`config.mk`:
```
export PLATFORM = sky130hd
export DESIGN_NAME = icds_div_cell
export DESIGN_NICKNAME = d
export VERILOG_FILES = /design/src/hw/rtl/icds_pkg.sv /design/src/hw/rtl/icds_div_cell.sv
export SDC_FILE = /design/constraint.sdc
export NUM_CORES = 1
export LEC_CHECK = 0
export BUFFER_PORTS_ARGS = -buffer_cell sky130_fd_sc_hd__buf_2
export CAP_MARGIN = 30
export CORE_MARGIN = 2
export CORE_UTILIZATION = 48
export CTS_BUF_LIST = sky130_fd_sc_hd__clkbuf_2
export CTS_CLUSTER_SIZE = 8
export DETAILED_ROUTE_END_ITERATION = 12
export GPL_TIMING_DRIVEN = 0
export PLACE_DENSITY = 0.82
export SETUP_SLACK_MARGIN = 0.02
export SKIP_LAST_GASP = 1
export SYNTH_ARGS = -nofsm -noshare
export SYNTH_HDL_FRONTEND = slang
export SYNTH_SLANG_ARGS = --single-unit
```
`constraint.sdc`:
```
create_clock -name clk -period 3.9 [get_ports clk]
set_input_delay 0.78 -clock clk [delete_from_list [all_inputs] [get_ports clk]]
set_output_delay 0.78 -clock clk [all_outputs]
set_load 0.02 [all_outputs]
```
`src/hw/rtl/icds_pkg.sv`:
```
// Package for the serial clock divider search block.
// Types, widths and constants shared by the divider cells, pick cells and top level.
// No dependencies.
package icds_pkg;

  localparam int W          = 32;                 // datapath width of the dividers
  localparam int NUM_EXP    = 8;                  // prescale exponents searched
  localparam int DIV_LIMIT  = 256;                // first rejected divider value
  localparam int DIV_W      = $clog2(DIV_LIMIT);  // divider field width
  localparam int EXP_W      = 3;                  // exponent field width
  localparam int RATE_W     = 31;                 // request and clock field width
  localparam int ACH_W      = 30;                 // achieved rate field width
  localparam logic [W-1:0] DIV_OFFSET = W'(4);
  localparam logic [RATE_W-1:0] CLK_RESET = RATE_W'(120000000);

  // one restoring division stage worth of state
  typedef struct packed {
    logic         vld;
    logic [W-1:0] rem;
    logic [W-1:0] quo;
    logic [W-1:0] den;
  } lane_t;

  // one divider setting under test
  typedef struct packed {
    logic             ok;
    logic [DIV_W-1:0] div;
    logic [EXP_W-1:0] expo;
    logic [W-1:0]     got;
    logic [W-1:0]     err;
  } cand_t;

  typedef cand_t [NUM_EXP-1:0] cand_vec_t;

  // best setting so far
  typedef struct packed {
    logic             vld;
    logic             found;
    logic [DIV_W-1:0] div;
    logic [EXP_W-1:0] expo;
    logic [W-1:0]     got;
    logic [W-1:0]     err;
  } best_t;

  // request data that travels beside the second divider row
  typedef struct packed {
    logic [RATE_W-1:0]                rate;
    logic [NUM_EXP-1:0]               ok;
    logic [NUM_EXP-1:0][DIV_W-1:0]    div;
  } side_t;

endpackage

```
`src/hw/rtl/icds_div_cell.sv`:
```
// One quotient bit of a pipelined restoring divider.
// Depends on icds_pkg.
module icds_div_cell (
  input  logic          clk,
  input  logic          rst,
  input  logic          nbit,
  input  icds_pkg::lane_t lane_in,
  output icds_pkg::lane_t lane_out
);

  logic [icds_pkg::W:0]   trial;
  logic                   ge;
  logic [icds_pkg::W-1:0] rem_next;

  // shift in next numerator bit, subtract when it fits
  always_comb begin
    trial    = {lane_in.rem, nbit};
    ge       = trial >= {1'b0, lane_in.den};
    rem_next = ge ? icds_pkg::W'(trial - {1'b0, lane_in.den}) : trial[icds_pkg::W-1:0];
  end

  always_ff @(posedge clk) begin
    if (rst) begin
      lane_out.vld <= 1'b0;
    end else begin
      lane_out.vld <= lane_in.vld;
    end
    lane_out.rem <= rem_next;
    lane_out.quo <= {lane_in.quo[icds_pkg::W-2:0], ge};
    lane_out.den <= lane_in.den;
  end

endmodule

```
---- Word level (Yosys, flattened, before mapping) ----
Cells that the tools add are included.
word-level totals
  bits in registers ....................... 97
  input port bits ......................... 100
cells by class
  multiplexer cells ....................... 1
  $lt $le $gt $ge ......................... 1
  add/sub/neg operators ................... 1
operators by type and width
  operator          count
  $ge A33 B32 Y1    1
  $mux W32          1
  $sub A32 B32 Y32  1

---- Longest topological paths before layout ----
  word-level depth ........................ 2
  mapped depth ............................ 13
  mapped depth without buffers ............ 12

---- Worst setup path before layout ----
Ideal clock, no wire load.
  path type ............................... input -> register
  from .................................... in lane_in[7] (netlist name)
  to ...................................... reg lane_out[77] (netlist name)
  setup slack ............................. 0.483 ns
  cell stages on the path ................. 12
  arrival ................................. 3.293 ns
  library setup time ...................... 0.123 ns
  buffers on the path ..................... 2
  cells stage by stage .................... inv_1 -> ha_1 -> buf_2 -> nand4_1 -> or4_1 -> a21oi_1 -> nor3_1 -> a211oi_2 -> o21ai_2 -> o31ai_4 -> buf_4 -> mux2_1
on the way
  word-level cells in the longest chain between the ends .. 2
  elaborated cells on any way between the ends .. 3
  classes of those cells .................. add/sub (1); order compare (1); mux (1)
ends and longest elaborated chain
  element                                             line                                      text
  start, declared                                     icds_div_cell.sv:7                        input icds_pkg::lane_t lane_in,
  $sub A32 B32 Y32 or $ge A33 B32 Y1 (tied branches)  icds_div_cell.sv:19, icds_div_cell.sv:18
  $mux W32 (*)                                        icds_div_cell.sv:19                       rem_next = ge ? icds_pkg::W'(trial - {1'b0, lane_in.den}) : trial[icds_pkg::W-1:0];
  named net rem_next, one bit                         icds_div_cell.sv:13                       logic [icds_pkg::W-1:0] rem_next;
  end, declared                                       icds_div_cell.sv:8                        output icds_pkg::lane_t lane_out
Mark *: on every way through the listed nets, which the timed path passes. The rest lies on a longest branch.
A chain may end at the register's enable or synchronous reset.

---- Final worst setup path ----
  from .................................... in lane_in[12] (netlist name)
  to ...................................... reg lane_out[77] (netlist name)
Same word-level chain as after synthesis.

==> out/results.md <==
| Result | This run |
|---|---|
| Final RePlAce weighted congestion | 0.853 |
| Most instantiated library cell after synthesis | dfxtp_1 |
| Critical path type | primary input to flop |
| Number of synthesis warnings | 0 |
| Reg with most FFs | lane_out |
| Simple-gate portion of the synthesized area | 11.3% |
| Clock tree from TritonCTS | built |
| Main combinational cell family by area after synthesis | compound AO/OA/AOI/OAI gates |
| Worst-path fanout max | 10 |
| Synth Area in XOR/XNOR | 5.69% |
| Post-DRT Antenna Nets | 0 |
| Synthesized netlist cell count | 443 |
| Clock transition at the registers of the reported paths | 0.28 ns |
| Number of synthesized register bits | 97 |
| Data required time of the worst path | 4.38 ns |
| Most frequently used flop master after synthesis | dfxtp_1 |
| Tightest Hold Check Type | primary input to flop |
| Flip-flop count of the largest register, all copies and words added | 97 |
| Startpoint Class | primary input |
| Vias per cell | 5.09 |
| Row count | 33 |
| Floorplan die area | 0.00942 mm^2 |
| DRC violation count after routing | 0 |
| I/O Pins | 197 |
| Adder-cell area share of the yosys netlist | 10.1% |
| Portion of netlist area occupied by mux cells | 2.95% |
| Synthesized area per cell | 9.39 um^2 |
| Post-layout min period | 3.45 ns |
| Post-synth net total | 576 |
| GRT Residual Overflow | 0 |
| Max-cap violation count | 0 |
| Crit. End Element | flop |
| Worst Hold Path Cells | 1 |
| Top Registers | lane_out: 97 flops |
| Count of cell types in the netlist | 48 |
| Global-route wire length before repair | 16800 um |
| P&R area growth vs syn | 29.2% |
| Number of enable-type register cells in the synthesized netlist | 0 |
| Detailed-router iteration count before antenna repair | 5 |
| Initial cell density of the core | 50.1% |
| Diode insertion count for antenna repair | 0 |
| Top-area cell type share of the netlist area | 46.7% |
| Combined area of all synthesized cells | 0.00416 mm^2 |
| Leakage Power | 2.74 nW |
| Maximum vdd drop | 0.250 mV |
| Cell type contributing the most total cell area after synthesis | dfxtp_1 |
| Sequential cell area fraction in the yosys report | 46.7% |
| Wire per inst | 13.9 um |
| Number of H-tree levels | 3 |
| Headroom to the max-slew limit | 62.3% |
| Top cells by count, synth | 97 x dfxtp_1, 56 x a21oi_1, 38 x inv_1 |
| Cell Pwr Density | 425 mW/mm^2 |
| Ratio of final minimum period to clock period | 88.4% |
| Post-synthesis async set-or-reset flop share | 0% |
| Detailed router's first-iteration violation count | 148 |
| Placed Instance Area | 0.00527 mm^2 |
| Die Y | 97.1 um |
| Die width | 97.1 um |
| Initial antenna violation count | 0 |
| Max Fclk | 290 MHz |
| Run status | complete, no violations |
| Unrepaired setup endpoints after global routing | no |
| Design Power | 0.00229 W |
| Total CTS buffers | 9 |
| Vias in the first global route | 3659 |
| Layout cell share with drive strength beyond 1 | 35.5% |
| Post-route design area | 0.00537 mm^2 |
| Setup Viol. Count Final | 0 |
| Core outline area | 0.00830 mm^2 |
| Combined global-route utilization of all metal layers | 21.7% |
| Vias | 3864 |
| Setup TNS | 0 ns |
| Most area-consuming cells after synthesis | dfxtp_1 47%, ha_1 9.6%, a21oi_1 6.7% |
| Buffers on Ports | 195 |
| Synth Area in Compound Gates | 17.6% |
| Number of fill cells in the layout | 734 |
| Slew of the pin with the lowest slew margin | 0.563 ns |
| CTS Hold Bufs | 0 |
| Worst path arrival time | 3.92 ns |
| Buffer cell driving the clock tree root | clkbuf_2 |
| Final count of pins violating max slew | 0 |
| Total number of clock tree sinks | 97 |
| Cells resized by post-CTS repair | 0 |
| Pin count of the biggest net entering global routing | 19 |
| HPWL after detailed placement | 8490 um |
| Aggregate routed wire length | 10500 um |
| Final layout net count | 782 |
| Number of failing hold endpoints at the final stage | 0 |
| CTS max path bufs | 2 |
| Postcts setup bufs | 0 |
[routing by layer]
layer | GRT usage [%] | routed length, um | vias to the layer above
li1 | - | - | 1948
met1 | 26.9 | 4470 | 1714
met2 | 36.2 | 4990 | 179
met3 | 5.32 | 821 | 23
met4 | 8.45 | 242 | 0
met5 | 0 | 0 | -
[cell type report]
cell class / instances / area (um^2) / area share [%]
sequential: 97 / 1940 / 36.2
inverter: 38 / 143 / 2.66
clock buffer: 9 / 45.0 / 0.839
multi-input combinational: 290 / 1980 / 36.9
tap: 105 / 131 / 2.45
clock inverter: 7 / 61.3 / 1.14
buffer: 18 / 90.1 / 1.68
timing repair buffer: 195 / 976 / 18.2
[placed cells by master, fill, tap and decap left out, drive strengths merged, types with 3 or more instances in the layout]
| master | instances |
|---|---|
| ha | 32 |
| inv | 42 |
| clkinv | 3 |
| o21ai | 18 |
| dfxtp | 97 |
| clkbuf | 16 |
| nand2 | 26 |
| a211oi | 4 |
| nor4 | 4 |
| o211ai | 4 |
| xnor2 | 15 |
| nand3 | 8 |
| nand4 | 8 |
| a31oi | 5 |
| xor2 | 12 |
| nor2 | 35 |
| a21o | 12 |
| a21oi | 56 |
| buf | 206 |
| mux2 | 10 |
| o21a | 6 |
| nand2b | 3 |
| o21bai | 3 |
| nor2b | 4 |
[power breakdown]
group	switching [W]	leakage, nW	total [W]	internal, W
Clock	0.000357	0.0683	0.000457	0.0000998
Combinational	0.000427	1.86	0.000702	0.000274
Sequential	0.0000249	0.818	0.00113	0.00110
Total	0.000809	2.74	0.00229	0.00148
[metrics by stage]
step	hold slack, ns	cells	util [%]	setup slack, ns
CTS	0.245	759	64.7	0.484
detailed placement	0.884	743	63.4	-0.142
global route	0.219	759	64.7	0.169
floorplan	0.808	443	-	0.483
global placement	0.882	743	63.4	-0.155
finish	0.289	759	64.7	0.454
[worst paths after layout]
check                              end        start  slack (ns)
setup / recovery  lane_out[77]$_DFF_P_  lane_in[12]        0.45
hold / removal    lane_out[35]$_DFF_P_  lane_in[34]        0.29
[logic make-up after synthesis]
kind of cell               Yosys count
AOI/OAI and AO/OA                  119
and+or+nand+nor                    100
DFF                                 97
buffers and inverters               56
adders and majority gates           33
xor gates and xnor gates            27
muxes                               11
[worst max-delay path, stage by stage]
cell and delay (ns):
buf_2 0.08, inv_1 0.03, ha_1 0.26, clkbuf_1 0.29
nand4_1 0.23, or4_1 0.44, a21oi_1 0.14, nor3_1 0.09
a211oi_2 0.25, o21ai_2 0.17, o31ai_4 0.50, buf_4 0.30
mux2_1 0.35
Power figures use the tool's default switching activity.
