[config.mk]
export PLATFORM = sky130hd
export DESIGN_NAME = icds_pick_cell
export DESIGN_NICKNAME = d
export VERILOG_FILES = /design/src/hw/rtl/icds_pkg.sv /design/src/hw/rtl/icds_pick_cell.sv
export SDC_FILE = /design/constraint.sdc
export NUM_CORES = 1
export LEC_CHECK = 0
export BUFFER_PORTS_ARGS = -buffer_cell sky130_fd_sc_hd__buf_2
export CORE_AREA = 2 2 538 540
export CTS_BUF_LIST = sky130_fd_sc_hd__clkbuf_16
export DETAILED_ROUTE_END_ITERATION = 12
export DIE_AREA = 0 0 540 542
export SKIP_LAST_GASP = 1
export SLEW_MARGIN = 5
export SYNTH_ARGS = -nofsm -noshare
export SYNTH_HDL_FRONTEND = slang
export SYNTH_SLANG_ARGS = --single-unit
[constraint.sdc]
create_clock -name clk -period 2.8 [get_ports clk]
set_input_delay 0.56 -clock clk [delete_from_list [all_inputs] [get_ports clk]]
set_output_delay 0.56 -clock clk [all_outputs]
set_load 0.02 [all_outputs]
[src/hw/rtl/icds_pkg.sv]
// Package for the serial clock divider search block.
// Types, widths and constants shared by the divider cells, pick cells and top level.
// No dependencies.
package icds_pkg;

  localparam int W          = 32;                 // datapath width of the dividers
  localparam int NUM_EXP    = 8;                  // prescale exponents searched
  localparam int DIV_LIMIT  = 256;                // first rejected divider value
  localparam int DIV_W      = $clog2(DIV_LIMIT);  // divider field width
  localparam int EXP_W      = 3;                  // exponent field width
  localparam int RATE_W     = 31;                 // request and clock field width
  localparam int ACH_W      = 30;                 // achieved rate field width
  localparam logic [W-1:0] DIV_OFFSET = W'(4);
  localparam logic [RATE_W-1:0] CLK_RESET = RATE_W'(120000000);

  // one restoring division stage worth of state
  typedef struct packed {
    logic         vld;
    logic [W-1:0] rem;
    logic [W-1:0] quo;
    logic [W-1:0] den;
  } lane_t;

  // one divider setting under test
  typedef struct packed {
    logic             ok;
    logic [DIV_W-1:0] div;
    logic [EXP_W-1:0] expo;
    logic [W-1:0]     got;
    logic [W-1:0]     err;
  } cand_t;

  typedef cand_t [NUM_EXP-1:0] cand_vec_t;

  // best setting so far
  typedef struct packed {
    logic             vld;
    logic             found;
    logic [DIV_W-1:0] div;
    logic [EXP_W-1:0] expo;
    logic [W-1:0]     got;
    logic [W-1:0]     err;
  } best_t;

  // request data that travels beside the second divider row
  typedef struct packed {
    logic [RATE_W-1:0]                rate;
    logic [NUM_EXP-1:0]               ok;
    logic [NUM_EXP-1:0][DIV_W-1:0]    div;
  } side_t;

endpackage

[src/hw/rtl/icds_pick_cell.sv]
// One compare step of the best-setting chain; consumes the head candidate.
// Depends on icds_pkg.
module icds_pick_cell (
  input  logic                clk,
  input  logic                rst,
  input  icds_pkg::best_t     best_in,
  input  icds_pkg::cand_vec_t cand_in,
  output icds_pkg::best_t     best_out,
  output icds_pkg::cand_vec_t cand_out
);

  logic take;

  // strictly smaller error wins, so earlier exponents keep ties
  assign take = cand_in[0].ok && (cand_in[0].err < best_in.err);

  always_ff @(posedge clk) begin
    if (rst) begin
      best_out.vld <= 1'b0;
    end else begin
      best_out.vld <= best_in.vld;
    end
    if (take) begin
      best_out.found <= 1'b1;
      best_out.div   <= cand_in[0].div;
      best_out.expo  <= cand_in[0].expo;
      best_out.got   <= cand_in[0].got;
      best_out.err   <= cand_in[0].err;
    end else begin
      best_out.found <= best_in.found;
      best_out.div   <= best_in.div;
      best_out.expo  <= best_in.expo;
      best_out.got   <= best_in.got;
      best_out.err   <= best_in.err;
    end
    // move the remaining candidates up one place
    for (int j = 0; j < icds_pkg::NUM_EXP - 1; j++) begin
      cand_out[j] <= cand_in[j+1];
    end
    cand_out[icds_pkg::NUM_EXP-1] <= '0;
  end

endmodule

# Word-level counts from Yosys, hierarchy flattened
# Index checks and enable logic that the tools add are counted.
[word_totals]
output_inout_bits = 685
regBits = 609
inputBits = 687
elab_cells = 44
[op_classes]
n_mux = 1
n_lt_le_gt_ge = 1
reduce_logical = 1
[ops]
columns = ["cell", "n"]
rows = [
  ["75-bit two-way mux", 1],
  ["32-bit < comparator", 1],
  ["1-bit logical AND", 1],
]

# Logic depth before layout (Yosys ltp)
# Gate-level depths: netlist of the first run.
[depth]
word_depth = 3
mapped_depth = 10
ltp_nobuf = 8

# Worst setup path after synthesis of the first run
# No wires, ideal clock.
[synth_timing]
path_type = "input to register"
startpoint = "input port best_in[23] in the netlist's numbering"
endpoint = "register best_out[44] in the netlist's numbering"
setup_ps = 123
t_required_ps = 2677
stages = 10
t_arrival_ps = 2360
path_buffers = 2
slack_ps = 316
cell_sequence = "inv_1 > ha_1 > a21oi_1 > o21ai_1 > a221oi_1 > nor2_1 > a211oi_2 > buf_6 > buf_12 > mux2_1"
[synth_via]
elab_chain_cells = 3
[synth_rtl]
columns = ["item", "line", "rtl"]
rows = [
  ["from (decl)", "icds_pick_cell.sv:6", "input icds_pkg::best_t best_in,"],
  ["32-bit < comparator", "icds_pick_cell.sv:15", "assign take = cand_in[0].ok && (cand_in[0].err < best_in.err);"],
  ["1-bit logical AND", "icds_pick_cell.sv:15", ""],
  ["75-bit two-way mux", "icds_pick_cell.sv:23", "if (take) begin"],
  ["to (decl)", "icds_pick_cell.sv:8", "output icds_pkg::best_t best_out,"],
]
# No other way between the ends.
# A chain may end at the register's enable or synchronous reset.

# Worst setup path in the final report of the first run
[layout_timing]
startpoint = "input port best_in[11] in the netlist's numbering"
endpoint = "register best_out[1] in the netlist's numbering"
# Same word-level chain as after synthesis.

==> flow_summary.ini, run 1 <==
[run_status]
status = finished, final reports clean

[pwr]
pwr-share-clk = 0.499
intPower_mw = 18.7
power.density_mw_per_mm2 = 730
p_sw_frac = 0.290
seqPwrFrac = 0.354
comb_power_share = 0.147
ir_worst_vdd_uv = 494
switchingPower_mw = 7.63
power_leakage_nw = 16.0

[synth]
syn_inst = 884
yosysTopAreaCell = dfxtp_1
avgSynthCellArea_um2 = 16.6
yosysMostFrequentCell = dfxtp_1
synth_ff_type = dfxtp_1
ys_top_cells_by_area = dfxtp_1, buf_4, mux2_4, mux2_2, ha_1
synth_area_mm2 = 0.0146
yosysTopAreaCellShare = 0.832
synth_common_cells = dfxtp_1, buf_4, mux2_2, mux2_4, inv_1
yosys_warnings = 0
yosysUniqueCellTypes = 31
ys_seq_area_frac = 0.832
ys_seq_elements = 609
async_reset_ff_frac = 0
synth_edf_count = 0

[critical_path]
worstSetupStartpoint = best_in[11]
crit_fanout = 17
crit_type = in -> reg
crit_path_end_kind = register
cp.arrival_ns = 3.40
slowest_delay_ns = 0.58
cp_cell_sequence = buf_2, inv_1, ha_1, a21oi_1, o21ai_0, a21oi_1, o21ai_2, buf_12, a211oi_4, buf_12, buf_16, mux2_2, dlygate4sd3_1
start_kind = input port
critPathRequiredTime_ns = 3.45
crit_slowest_cell = dlygate4sd3_1

[timing]
drv_slew = 0
finalHoldViolCount = 0
setup_viol = 0
fmax_mhz = 363
fin_crit_ns = 2.75
period_share = 0.983

[route]
vias_per_cell = 2.31
wl_per_cell_um = 28.2
drtIter0Drc = 520
vias = 15942
remaining_drc_errors = 0
ant_nets = 0
dr.pass1.iters = 4
routed_wl_um = 195000

[floorplanning]
die_h_um = 542
num_rows = 197
dieArea_mm2 = 0.293
fp.dieW_um = 540
core_area_mm2 = 0.287
initial_core_util = 0.0510
io_pins = 1372

[global_routing]
grt_pass1_wl_um = 230000
grt_pass1_vias = 16728
grt_max_degree = 20
antenna_found_initial = 183
grt-ovfl-total = 0
grt_util_all_layers = 0.129

[placed_design]
dp_cells = 5965
dp_hpwl_um = 172000
gp_congestion = 0.861
io_buffers = 1295

[cts]
cts_max_level = 3
cts_tree = yes
cts_sinks = 609
cts-root-buf = clkbuf_16
clk_pin_slew_ns = 0.06
cts_buffers = 94
clock_path_buffers = 4

[layout]
area_delta_synth_final_pct = 146
nets = 3682
drive_gt1_frac = 0.506
final_cells = 6912
final_util = 0.126

[worst_hold_path]
hold_depth = 2
hold_class = in -> reg
hp-start = cand_in[65]

[run]
maxCapViolCount = 0
[metrics by stage]
stage / TNS, ns / setup slack (ns) / hold slack [ns] / cell area (um2) / power (mW)
detailed placement: -20.08 / -0.312 / 0.664 / 25700 / 12.4
global placement: -19.49 / -0.301 / 0.662 / 25700 / 12.4
floorplan: 0 / 0.316 / 0.588 / 14900 / 10.6
CTS: 0 / 0.0468 / 0.0127 / 35800 / 27.1
global route: -0.0137 / -0.0137 / 0.0386 / 36000 / 27.5
finish: 0 / 0.0472 / 0.0948 / 36100 / 26.3
[critical path: cells and delay by family]
family	cells	cell delay, ns
buffers and inverters	6	1.27
AOI/OAI and AO/OA	5	0.86
muxes	1	0.35
adders and majority gates	1	0.30
[cell families (layout without fill, tap and decap cells)]
group           count (synthesis)  in the layout  synth area share
mux                            75             75            0.0669
buf+inv                       117           2193            0.0543
fa+ha+maj                      31             31            0.0265
flops                         609            609             0.832
other cells                     1            172          0.000256
compound gates                 26             26            0.0112
simple gates                   25             25           0.00846
[routing by layer]
metal / global-route usage / wire (um) / part of all wire / vias to the layer above
li1: - / - / - / 6989
met1: 0.135 / 70800 / 0.36 / 7208
met2: 0.199 / 84300 / 0.43 / 1254
met3: 0.0956 / 32500 / 0.17 / 433
met4: 0.0382 / 6770 / 0.035 / 58
met5: 0 / 394 / 0.0020 / -
[cell usage in the layout, fill, tap and decap left out, types with 2 or more instances in the layout]
master	count
a211oi_2	2
a21oi_1	12
buf_12	7
buf_2	1295
buf_4	7
bufinv_16	19
clkbuf_16	94
clkinv_1	13
clkinv_2	8
clkinv_4	5
clkinv_8	3
clkinvlp_4	11
conb_1	76
dfxtp_1	609
diode_2	96
dlygate4sd3_1	683
ha_1	31
inv_1	39
inv_6	6
mux2_1	3
mux2_2	36
mux2_4	36
nand2_1	9
nand4_1	4
nor2_1	4
nor2b_1	2
o21ai_0	4
o21ai_1	2
[power by group through the flow]
stage               Sequential [mW]  Combinational, mW  Clock [mW]
floorplan                      10.2              0.461           0
global placement               9.49               2.91           0
detailed placement             9.50               2.92           0
CTS                            9.32               4.00        13.8
global route                   9.37               4.15        14.0
finish                         9.32               3.87        13.1
[flip-flops by register name, summed over array words and instances, names as in the netlist]
register	cells
cand_out	532
best_out	77
[final cells by class]
cell class | count | area, um2
Multi-Input combinational cell | 233 | 1960
Clock buffer | 94 | 2350
Fill cell | 32606 | 251000
Clock inverter | 73 | 941
Tap cell | 3781 | 4730
Timing Repair Buffer | 1993 | 13500
Inverter | 33 | 124
Sequential cell | 609 | 12200
Antenna cell | 96 | 240
[worst paths after layout]
path,to,slack [ns]
worst max-delay path,best_out[1],0.05
worst min-delay path,best_out[65],0.09
[timing repair]
action                                 CTS  global route
gates resized for setup                  0             4
hold buffers                           683             0
endpoints found under the hold margin  609             0
setup buffers                            0             1
setup endpoints to repair                0            67
Note: power is estimated with default switching activity, not from simulation.
==> run 2: changes to the inputs <==
PLACE_DENSITY = 0.3   (was default)
==> flow_summary.ini, run 2 (synthesis gave the netlist of run 1 again) <==
[route]
wl_per_cell_um = 23.7
met1Wirelength_um = 58200
routed-wl-met3_um = 28600
top_layer_used = met5
vias_per_cell = 2.27
routed_wl_um = 163000
vias = 15560
ant_nets = 0
dr.pass1.iters = 5
drtIter0Drc = 513
wl_met2_um = 70300
remaining_drc_errors = 0

[layout]
final_cells = 6866
register_area_mm2 = 0.0122
layout_common_cells = buf_2, dlygate4sd3_1, dfxtp_1, clkbuf_16, conb_1
fill_cells = 32764
drive_gt1_frac = 0.515
largest_register_ffs = 532
stdcell_area_mm2 = 0.0360
final_util = 0.125
layout_commonest_cell = buf_2
area_delta_synth_final_pct = 146
multiInputGateArea_mm2 = 0.00200
nets = 3692
reg_top3 = cand_out: 532 flops, best_out: 77 flops
top_register = cand_out

[floorplanning]
die_h_um = 542
fp.dieW_um = 540
io_pins = 1372
num_rows = 197
initial_core_util = 0.0510
core_area_mm2 = 0.287
dieArea_mm2 = 0.293

[placed_design]
dp_cells = 5984
gp_congestion = 0.854
place_area_mm2 = 0.0258
pre_cts_ws_ns = -0.927
dp_hpwl_um = 143000
io_buffers = 1295

[global_routing]
antenna_found_initial = 171
grt_util_all_layers = 0.106
grt_pass1_wl_um = 194000
grt-ovfl-total = 0
grt_max_degree = 18
grt_pass1_vias = 16720

[critical_path]
crit_fanout = 15
critPathRequiredTime_ns = 3.48
start_kind = input port
crit_type = in -> reg
cp.arrival_ns = 3.45
crit_path_end_kind = register

[timing]
fmax_mhz = 360
setup_viol = 0
period_share = 0.991
rsz0062_at_grt = true
slew_headroom = 0.469
worst_slew_pin_slew_ns = 0.793
worst_slack_ns = 0.0252
finalHoldViolCount = 0
fin_crit_ns = 2.77
drv_slew = 0

[worst_hold_path]
hp-start = cand_in[30]
min_to = best_out[30]
hold_depth = 2
hold_class = in -> reg

[cts]
cts_max_level = 3
cts_tree = yes
clk_pin_slew_ns = 0.06
clock_path_buffers = 4
cts_buffers = 95
cts-root-buf = clkbuf_16
cts_sinks = 609

[pwr]
ir_worst_vdd_uv = 436
power_leakage_nw = 16.0
power.density_mw_per_mm2 = 716

[run_status]
status = finished, final reports clean

[run]
maxCapViolCount = 0
## run 2: cell types whose count changed in the layout (fill, tap and decap cells not counted), moves of 4 or more
| cell | before | now |
|---|---|---|
| clkinv_4 | 5 | 9 |
| clkinv_1 | 13 | 8 |
| buf_4 | 7 | 22 |
| inv_6 | 6 | 11 |
| dlygate4sd3_1 | 683 | 671 |
| bufinv_16 | 19 | 13 |
| diode_2 | 96 | 36 |
## run 2: metal layers
metal | global-route usage | up-vias
li1 | - | 6957
met1 | 0.109 | 7009
met2 | 0.166 | 1202
met3 | 0.0837 | 348
met4 | 0.0288 | 44
met5 | 0.00427 | -
## run 2: final cells by class
| class | instances | share of cell area |
|---|---|---|
| clock inverters | 77 | 0.0233 |
| clock buffers | 95 | 0.0661 |
| well taps | 3781 | 0.131 |
| diodes | 36 | 0.00250 |
| repair buffers | 2002 | 0.379 |
| inverters | 33 | 0.00344 |
| flip-flops and latches | 609 | 0.339 |
| multi-input cells | 233 | 0.0555 |
## run 2: worst max-delay path, stage by stage
cell           delay, ns
dlygate4sd3_1       0.53
buf_2               0.14
inv_2               0.06
ha_4                0.21
a21oi_4             0.14
buf_6               0.14
nor2b_1             0.05
o21ai_1             0.12
buf_4               0.12
nand4b_1            0.11
buf_4               0.17
a211oi_4            0.31
buf_12              0.16
buf_6               0.23
mux2_2              0.37
## run 2: where the power goes
part | internal [mW] | switching (mW) | leakage [nW]
clock | 7.46 | 5.22 | 1.58
combinational | 1.57 | 2.16 | 9.30
sequential | 9.19 | 0.136 | 5.14
total | 18.2 | 7.52 | 16.0
## run 2: worst max-delay path by stage
stage / start / end / slack (ns)
final: best_in[29] / best_out[28] / 0.03
after global routing: best_in[29] / best_out[61] / -0.001
after CTS: best_in[18] / best_out[61] / 0.003
after detailed placement: best_in[4] / best_out[3] / -0.93
after global placement: best_in[4] / best_out[1] / -0.90
after floorplan: best_in[23] / best_out[44] / 0.32
## run 2: per-stage QoR
| step | total power, mW | setup TNS [ns] | hold WS [ns] |
|---|---|---|---|
| after CTS | 26.5 | 0 | 0.00501 |
| after global routing | 26.9 | -0.00151 | 0.0481 |
| after global placement | 12.4 | -64.69 | 0.662 |
| final | 25.7 | 0 | 0.0898 |
| after floorplan | 10.6 | 0 | 0.588 |
| after detailed placement | 12.3 | -66.58 | 0.664 |
## run 2: repair_timing
action | 4_1_cts | 5_1_grt
setup endpoints to repair | 39 | 74
hold endpoints to repair | 607 | 0
resized for setup | 1 | 17
hold buffers | 672 | 0
gates cloned | 0 | 2
pin swaps | 0 | 2
setup buffers | 0 | 1
==> run 3: changes to the inputs <==
ABC_AREA = 1   (was default)
CORE_AREA = 2 2 539 541   (was 2 2 538 540)
DIE_AREA = 0 0 541 543   (was 0 0 540 542)
==> flow_summary.ini, run 3 <==
[synth]
ys_top_cells_by_area = dfxtp_1, nand2_1, buf_4, ha_1, nand3_1
async_reset_ff_frac = 0
synth_ff_type = dfxtp_1
ys_seq_elements = 609
syn_inst = 1069
synth_area_mm2 = 0.0147
avgSynthCellArea_um2 = 13.7
yosysTopAreaCell = dfxtp_1
yosysMostFrequentCell = dfxtp_1
synth_common_cells = dfxtp_1, nand2_1, buf_4
yosysUniqueCellTypes = 21
ys_seq_area_frac = 0.830
yosys_warnings = 0
yosysTopAreaCellShare = 0.830
synth_edf_count = 0

[timing]
setup_viol = 0
drv_slew = 0
fmax_mhz = 364
period_share = 0.980
hold_ws_ns = 0.106
finalHoldViolCount = 0
setup_tns_ns = 0
fin_crit_ns = 2.75

[worst_hold_path]
hp-start = cand_in[72]
hold_class = in -> reg

[layout]
nets = 3867
reg_top3 = cand_out: 532 flops, best_out: 77 flops
final_cells = 7033
fill_cells = 32922
layout_commonest_cell = buf_2
stdcell_area_mm2 = 0.0362
top_register = cand_out
drive_gt1_frac = 0.467
largest_register_ffs = 532
layout_common_cells = buf_2, dlygate4sd3_1, dfxtp_1, nand2_1, clkbuf_16
area_delta_synth_final_pct = 146

[cts]
cts_sinks = 609
cts-root-buf = clkbuf_16
clk_pin_slew_ns = 0.06
clock_path_buffers = 4
cts_buffers = 94
cts_max_level = 3
cts_tree = yes

[global_routing]
grt-ovfl-total = 0
grt_pass1_vias = 17406
grt_pass1_wl_um = 204000
grt_max_degree = 33
antenna_found_initial = 136
grt_util_all_layers = 0.111

[floorplanning]
dieArea_mm2 = 0.294
initial_core_util = 0.0511
core_area_mm2 = 0.287
die_h_um = 543
io_pins = 1372
num_rows = 197
fp.dieW_um = 541

[pwr]
power.total_mw = 26.0
power_leakage_nw = 16.5
ir_worst_vdd_uv = 422
power.density_mw_per_mm2 = 717

[placed_design]
io_buffers = 1295
dp_cells = 6135
dp_hpwl_um = 150000
place_area_mm2 = 0.0257
gp_congestion = 0.923

[critical_path]
crit_family = buffers and inverters
cp.arrival_ns = 3.41
slowest_delay_ns = 0.56
crit_path_end_kind = register
cp_cell_sequence = dlygate4sd3_1, buf_2, inv_2, ha_4, a21oi_2, nor2_1, nor3_2, buf_4, nand2_1, nand2_1, nand2_2, nand2_4, nand2_8, buf_12, clkbuf_16, nand2_1, nand2_1, dlygate4sd3_1
crit_buf_inv = 7
cpMostUsedCell = nand2_1
crit_type = in -> reg
critPathRequiredTime_ns = 3.46
crit_fanout = 8
worstSetupStartpoint = best_in[5]
start_kind = input port
crit_slowest_cell = dlygate4sd3_1

[route]
remaining_drc_errors = 0
wl_per_cell_um = 24.5
dr.pass1.iters = 5
ant_nets = 0
drtIter0Drc = 760
routed_wl_um = 172000
vias_per_cell = 2.36
vias = 16582

[run_status]
status = finished, final reports clean

[run]
maxCapViolCount = 0
## run 3: cell families after synthesis
family	share of synthesized area
AOI/OAI and AO/OA	0.00749
DFF	0.830
buffers and inverters	0.0604
other	0.000255
and+or+nand+nor	0.0757
adders and majority gates	0.0264
## run 3: final timing paths
check	endpoint	slack [ns]	cells after the start
max	best_out[32]	0.05	18
min	best_out[72]	0.11	3
## run 3: cell type report
type / instances / area, um2 / share of cell area
sequential: 609 / 12200 / 0.337
tap: 3781 / 4730 / 0.131
timing repair buffer: 2009 / 13800 / 0.380
multi-input combinational: 393 / 2080 / 0.0575
clock buffer: 94 / 2350 / 0.0649
clock inverter: 71 / 855 / 0.0236
antenna: 34 / 85.1 / 0.00235
inverter: 42 / 158 / 0.00435
## run 3: worst min-delay path: cells and delay by family
kind / cells / cell delay [ns]
and+or+nand+nor: 2 / 0.16
buffers and inverters: 1 / 0.11
## run 3: layer usage
layer | track usage | routed length (um) | part of all wire
met1 | 0.113 | 60300 | 0.35
met4 | 0.0465 | 8400 | 0.049
met2 | 0.175 | 75600 | 0.44
met5 | 0 | 185 | 0.0011
met3 | 0.0791 | 27600 | 0.16
## run 3: timing repair
action	CTS	global route
hold buffers	683	0
buffers inserted	0	13
resized for setup	0	44
setup endpoints to repair	0	61
endpoints found under the hold margin	609	0
## run 3: power breakdown
group | switching (mW) | internal [mW] | leakage, nW | total (mW)
Combinational | 2.29 | 1.59 | 9.72 | 3.87
Sequential | 0.149 | 9.21 | 5.14 | 9.36
Clock | 4.98 | 7.76 | 1.59 | 12.7
Total | 7.42 | 18.6 | 16.5 | 26.0
## run 3: stage by stage
step | setup WS (ns) | util
2_1_floorplan | 0.876 | -
3_3_place_gp | 0.232 | 0.0893
3_5_place_dp | 0.229 | 0.0893
4_1_cts | 0.00872 | 0.124
5_1_grt | -0.0146 | 0.126
6_report | 0.0549 | 0.126
